[config.mk]
export PLATFORM = sky130hd
export DESIGN_NAME = pat_front
export DESIGN_NICKNAME = d
export VERILOG_FILES = /design/src/rtl/assert_macros.svh /design/src/rtl/pat_pkg.sv /design/src/rtl/pat_front.sv
export SDC_FILE = /design/constraint.sdc
export NUM_CORES = 1
export LEC_CHECK = 0
export BUFFER_PORTS_ARGS = -buffer_cell sky130_fd_sc_hd__buf_2
export CAP_MARGIN = 20
export CORE_AREA = 3 3 74 76
export DETAILED_ROUTE_END_ITERATION = 12
export DIE_AREA = 0 0 77 79
export GPL_TIMING_DRIVEN = 0
export PLACE_DENSITY = 0.86
export SLEW_MARGIN = 30
export SYNTH_ARGS = -nofsm -noshare
export SYNTH_HDL_FRONTEND = slang
export SYNTH_SLANG_ARGS = --single-unit
[constraint.sdc]
create_clock -name clk_i -period 2.7 [get_ports clk_i]
set_input_delay 0.54 -clock clk_i [delete_from_list [all_inputs] [get_ports clk_i]]
set_output_delay 0.54 -clock clk_i [all_outputs]
set_load 0.02 [all_outputs]
[src/rtl/assert_macros.svh]
// Assertion helpers for the RTL
`ifndef ASSERT_MACROS_SVH
`define ASSERT_MACROS_SVH

// Property must hold at every rising clock edge outside reset
`define PAT_ASSERT(lbl, clk, rst_n, prop) \
  lbl: assert property (@(posedge clk) disable iff (!rst_n) prop) \
    else $error("assertion failed");

// Condition must never be seen outside reset
`define PAT_ASSERT_NEVER(lbl, clk, rst_n, cond) \
  lbl: assert property (@(posedge clk) disable iff (!rst_n) !(cond)) \
    else $error("forbidden condition seen");

`endif

[src/rtl/pat_pkg.sv]
`timescale 1ns / 1ps

package pat_pkg;

  localparam int unsigned IDX_W   = 24;
  localparam int unsigned MSG_W   = 8;
  localparam int unsigned CNT_W   = 17;
  localparam int unsigned CNK_W   = 7;
  localparam int unsigned MAP_W   = 64;
  localparam int unsigned VERD_W  = 3;
  localparam int unsigned QUO_W   = 6;
  localparam int unsigned WORD_W  = 16;
  localparam int unsigned CFGA_W  = 2;

  localparam logic [CNT_W-1:0] CNT_MAX = {CNT_W{1'b1}};

  localparam logic [VERD_W-1:0] V_NEW      = 3'd0;
  localparam logic [VERD_W-1:0] V_DUP      = 3'd1;
  localparam logic [VERD_W-1:0] V_NOTRECV  = 3'd2;
  localparam logic [VERD_W-1:0] V_ERROR    = 3'd3;
  localparam logic [VERD_W-1:0] V_NOIMM    = 3'd4;
  localparam logic [VERD_W-1:0] V_WRONGMSG = 3'd5;
  localparam logic [VERD_W-1:0] V_BADIDX   = 3'd6;

  localparam logic [CFGA_W-1:0] REG_TOTAL  = 2'd0;
  localparam logic [CFGA_W-1:0] REG_CSIZE  = 2'd1;
  localparam logic [CFGA_W-1:0] REG_NCHUNK = 2'd2;
  localparam logic [CFGA_W-1:0] REG_MSGID  = 2'd3;

  typedef struct packed {
    logic [CNT_W-1:0] total;
    logic [CNT_W-1:0] csize;
    logic [CNK_W-1:0] nchunks;
    logic [MSG_W-1:0] msgid;
  } cfg_t;

  typedef struct packed {
    logic [VERD_W-1:0] verdict;
    logic [CNT_W-1:0]  idx;
  } item_t;

endpackage

[src/rtl/pat_front.sv]
`timescale 1ns / 1ps

module pat_front #(
  parameter int unsigned MAX_PACKETS = 65536
) (
  input  logic                       clk_i,
  input  logic                       rst_ni,
  input  logic                       accept_i,
  input  logic                       is_receive_i,
  input  logic                       status_ok_i,
  input  logic                       has_imm_i,
  input  logic [pat_pkg::MSG_W-1:0]  msg_id_i,
  input  logic [pat_pkg::IDX_W-1:0]  packet_index_i,
  input  pat_pkg::cfg_t              cfg_i,
  output logic                       full_o,
  output logic                       item_valid_o,
  output pat_pkg::item_t             item_o,
  input  logic                       item_pop_i
);

  pat_pkg::item_t        ent_q [2];
  pat_pkg::item_t        cls;
  logic                  wptr_q, rptr_q;
  logic [1:0]            cnt_q, cnt_d;
  logic [pat_pkg::IDX_W:0] idx_ext;

  assign idx_ext = {1'b0, packet_index_i};

  // classify in priority order
  always_comb begin
    cls.idx = packet_index_i[pat_pkg::CNT_W-1:0];
    priority if (!is_receive_i) begin
      cls.verdict = pat_pkg::V_NOTRECV;
    end else if (!status_ok_i) begin
      cls.verdict = pat_pkg::V_ERROR;
    end else if (!has_imm_i) begin
      cls.verdict = pat_pkg::V_NOIMM;
    end else if (msg_id_i != cfg_i.msgid) begin
      cls.verdict = pat_pkg::V_WRONGMSG;
    end else if ((idx_ext >= (pat_pkg::IDX_W + 1)'(cfg_i.total)) ||
                 (idx_ext >= (pat_pkg::IDX_W + 1)'(MAX_PACKETS))) begin
      cls.verdict = pat_pkg::V_BADIDX;
    end else begin
      cls.verdict = pat_pkg::V_NEW;
    end
  end

  always_comb begin
    cnt_d = cnt_q;
    if (accept_i && !item_pop_i) begin
      cnt_d = cnt_q + 2'd1;
    end else if (!accept_i && item_pop_i) begin
      cnt_d = cnt_q - 2'd1;
    end
  end

  always_ff @(posedge clk_i) begin
    if (accept_i) begin
      ent_q[wptr_q] <= cls;
    end
  end

  always_ff @(posedge clk_i or negedge rst_ni) begin
    if (!rst_ni) begin
      wptr_q <= 1'b0;
      rptr_q <= 1'b0;
      cnt_q  <= 2'd0;
    end else begin
      if (accept_i) begin
        wptr_q <= ~wptr_q;
      end
      if (item_pop_i) begin
        rptr_q <= ~rptr_q;
      end
      cnt_q <= cnt_d;
    end
  end

  assign full_o       = cnt_q[1];
  assign item_valid_o = (cnt_q != 2'd0);
  assign item_o       = ent_q[rptr_q];

endmodule

**Word-level counts from Yosys, hierarchy flattened**

Memories as Yosys holds them, arrays and structs flattened.
Cells that the tools add are included.

- Flip-flop bits (word level): 4
- Bits in latches: 0
- Bits in writable memories: 40
- Bits in read-only memories: 0
- Input bits: 88
- Output and inout bits: 22
- Memories kept: 1

Memory list:

| name | depth | bits a word | rd ports | clocked after memory_dff | write ports | line | text |
|---|---|---|---|---|---|---|---|
| ent_q | 2 | 20 | 1 | 0 | 1 | pat_front.sv:21 | `pat_pkg::item_t ent_q [2];` |

- Add/subtract/negate cells: 2
- Multiply operators: 0
- Div/mod/pow operators: 0
- Order comparisons: 2
- Equal/unequal tests: 1
- Shifts and indexed selects: 0
- Multiplexer cells: 9
- Bitwise operators: 2
- Reduce and logical (&&, ||, !) cells: 7

Operators by type and width:

| cell | count |
|---|---|
| >= comparator 24 x 17 -> 1 bit | 1 |
| >= comparator 24 x 17 -> 1 bit, second input constant | 1 |
| 2-to-1 mux 3 bit | 5 |
| inequality test 8 bit | 1 |
| 2-to-1 mux 2 bit | 2 |
| nonzero test 2 bit | 2 |
| adder 2 x 1 -> 2 bit, second input constant | 1 |
| logical AND 1 bit | 2 |
| zero test 1 bit | 2 |
| 2-to-1 mux 1 bit | 2 |
| inverter 1 bit | 2 |
| subtractor 2 x 1 -> 2 bit, second input constant | 1 |
| logical OR 1 bit | 1 |

**Longest topological paths before layout**

- Depth after elaboration: 7
- Depth in mapped cells: 7
- Gate-level depth less buffers: 7

**Worst setup path before layout**

No wires, ideal clock.

- Kind: input to register
- Start point: input port cfg_i[34] in the netlist's numbering
- End point: memory ent_q[0][19] in the netlist's numbering (data pin)
- Arrival: 1729 ps
- Data required time: 2431 ps
- Path slack: 701 ps
- Stages on the path: 7
- Path through: inv_1 ha_1 a211o_1 a31oi_1 o221ai_1 a211oi_2 a31oi_1

RTL lines:

| element | line | text |
|---|---|---|
| from (decl) | pat_front.sv:14 | `input pat_pkg::cfg_t cfg_i,` |
| to (decl) | pat_front.sv:21 |  |

==> metrics.cfg <==
[place]
post-place-ws_ns=0.274
place.gp.congestion=0.782
place_hpwl_mm=3.27
portBuffers=85
place_inst=306

[setup_path]
crit_buf_inv=2
critPathMaxFanout=10
r2r_cells=1
reg2reg_from=wptr_q$_DFFE_PN0P_
required_ns=2.16
cpLargestDelayFamily=buffers and inverters
worstPathCellList=clkbuf_1, mux2_2, buf_2
r2r_setup_slack_ns=1.38
crit_type=reg2out
worst_ep_arrival_time_ns=1.73
end_kind=output port
crit_path_top_delay_cell=clkbuf_1
reg2reg_to=ent_q[0][0]$_DFFE_PP_
slowest_delay_ns=0.49
cp-start-kind=flip-flop

[logic_synthesis]
synth-seq-cells=44
ys.flop_type=edfxtp_1
async_flop_share_pct=9.09
synth_area_mm2=0.00219
syn_inst=154
yosysWarnings=0
ys_top_cells_by_area=edfxtp_1, ha_1, mux2_2
synth_nets=260
synth.distinct_cells=30
yosysTopAreaCell=edfxtp_1
yosysSeqAreaShare_pct=59.3
avgSynthCellArea_um2=14.2
synth_edf_count=40
synth_top_area_share_pct=54.8

[floorplanning]
die_h_um=79
die_w_um=77
initial_utilization_pct=45.8
core_mm2=0.00479
die_area_mm2=0.00608
ios=110
rows=25

[timing]
rsz0062_at_grt=false
min_period_ns=2.27
tightest_slew_ns=0.620
fmax_mhz=441
fin_tns_setup_ns=0
finalSetupViolCount=0
drv_slew=0
hold_violations=0
fin_hold_ws_ns=0.0373
maxSlewHeadroom_pct=58.6
skew_ns=0.0132
period_share_pct=84.1
setup_ws_ns=0.430

[power_and_ir_drop]
internal_power_mw=1.43
leakagePower_nw=1.24
power_switching_mw=0.733
sw_frac_of_total_pct=34.0
pwr-share-comb_pct=37.1
clkPwrFrac_pct=18.3
ir_drop_mv=0.318
powerDensity_mw_per_mm2=772
seqPwrFrac_pct=44.6

[flow_run]
maxCapViolations=0

[layout]
fin_util_pct=58.5
diodes=0
instances_no_fill=314
final_nets=352
drive_gt1_share_pct=47.8
synthToLayoutAreaGrowth_pct=27.6
fillers=394

[clocking]
clock-root-buffer=clkbuf_8
clk_latency_ns=0.30
cts_buffer_depth=2
numCtsBuffers=5
cts_resized=0
cts.clk_slew.worst_paths_ns=0.08
post_cts_buffers=0
h-tree-depth=2
clock-sinks=44
hold_buffers=0
cts_tree=yes

[global_route]
grt_pass1_vias=1463
grt_usage_pct=13.8
grt_pass1_wl_mm=6.51
grt_antenna_before_repair=0
grt_max_degree=21
gr-total-overflow=0

[drt]
wl_mm=4.10
ant_nets=0
vias_per_cell=4.69
avgRoutedWirePerCell_um=13.1
dr.pass1.iters=4
drt_iter0_markers=46
drcViolationCount=0
num_vias=1474

[min_path]
hp-class=in2async

[run_status]
status=complete, no violations

==> logic make-up after synthesis <==
kind of cell             after synthesis  synth area share [%]
AO/OA/AOI/OAI                         15                  5.70
adder cells (fa/ha/maj)               18                  10.3
AND/OR/NAND/NOR                       24                  5.82
flip-flops                            44                  59.3
XOR/XNOR                              13                  5.19
buffers and inverters                 20                  3.42
multiplexers                          20                  10.3
==> worst max path at each step <==
stage,cells past startpoint,start,endpoint
2_1_floorplan,7,cfg_i[34],ent_q[0][19]$_DFFE_PP_
3_3_place_gp,2,accept_i,ent_q[0][8]$_DFFE_PP_
3_5_place_dp,7,packet_index_i[2],ent_q[0][19]$_DFFE_PP_
4_1_cts,3,rptr_q$_DFFE_PN0P_,item_o[15]
5_1_grt,3,rptr_q$_DFFE_PN0P_,item_o[4]
6_report,3,rptr_q$_DFFE_PN0P_,item_o[0]
==> per-layer routing <==
| metal | global-route usage [%] | up-vias | wire length (µm) |
|---|---|---|---|
| li1 | - | 746 | - |
| met1 | 15.4 | 673 | 1610 |
| met2 | 25.3 | 51 | 2220 |
| met3 | 3.85 | 4 | 230 |
| met4 | 4.80 | 0 | 44 |
| met5 | 0 | - | 0 |
==> cells in the mapped netlist, drive strengths merged, types with 2 or more instances <==
cell type   n
edfxtp     40
mux2       20
ha         18
inv        18
xnor2       9
nand2       5
a21oi       4
dfrtp       4
nand4       4
nor2        4
xor2        4
nand3       3
a21o        2
a31oi       2
clkbuf      2
==> per-stage QoR <==
step	power, mW	area (µm²)
after floorplan	1.51	2190
after global placement	1.77	2700
after detailed placement	1.80	2710
after CTS	2.19	2800
after global routing	2.28	2800
final	2.16	2800
==> final cells by class <==
type	count	area (µm²)	share of cell area [%]
inverters	18	67.6	2.42
well taps	67	83.8	3.00
plain buffers	2	7.51	0.268
multi-input cells	90	826	29.5
flip-flops and latches	44	1300	46.5
repair buffers	85	425	15.2
clock buffers	5	68.8	2.46
clock inverters	3	17.5	0.626
==> power by group through the flow <==
stage	logic, mW	registers [mW]	clock network [mW]
2_1_floorplan	0.535	0.974	0
3_3_place_gp	0.802	0.970	0
3_5_place_dp	0.814	0.982	0
4_1_cts	0.818	0.966	0.410
5_1_grt	0.871	0.979	0.435
6_report	0.801	0.963	0.396
==> flip-flops by register name, summed over array words and instances (netlist names) <==
name,flops
rptr_q,1
ent_q,40
wptr_q,1
cnt_q,2
==> cell usage in the layout, fill, tap and decap left out, types with 2 or more instances in the layout <==
| cell type | count |
|---|---|
| a21o_1 | 2 |
| a21oi_1 | 4 |
| a31oi_1 | 2 |
| buf_2 | 85 |
| clkbuf_1 | 2 |
| clkbuf_8 | 5 |
| dfrtp_1 | 4 |
| edfxtp_1 | 40 |
| ha_1 | 18 |
| inv_1 | 18 |
| mux2_2 | 20 |
| nand2_1 | 5 |
| nand3_1 | 3 |
| nand4_1 | 4 |
| nor2_1 | 4 |
| xnor2_1 | 9 |
| xor2_1 | 4 |
No activity file was read; power rests on OpenSTA's default activity.
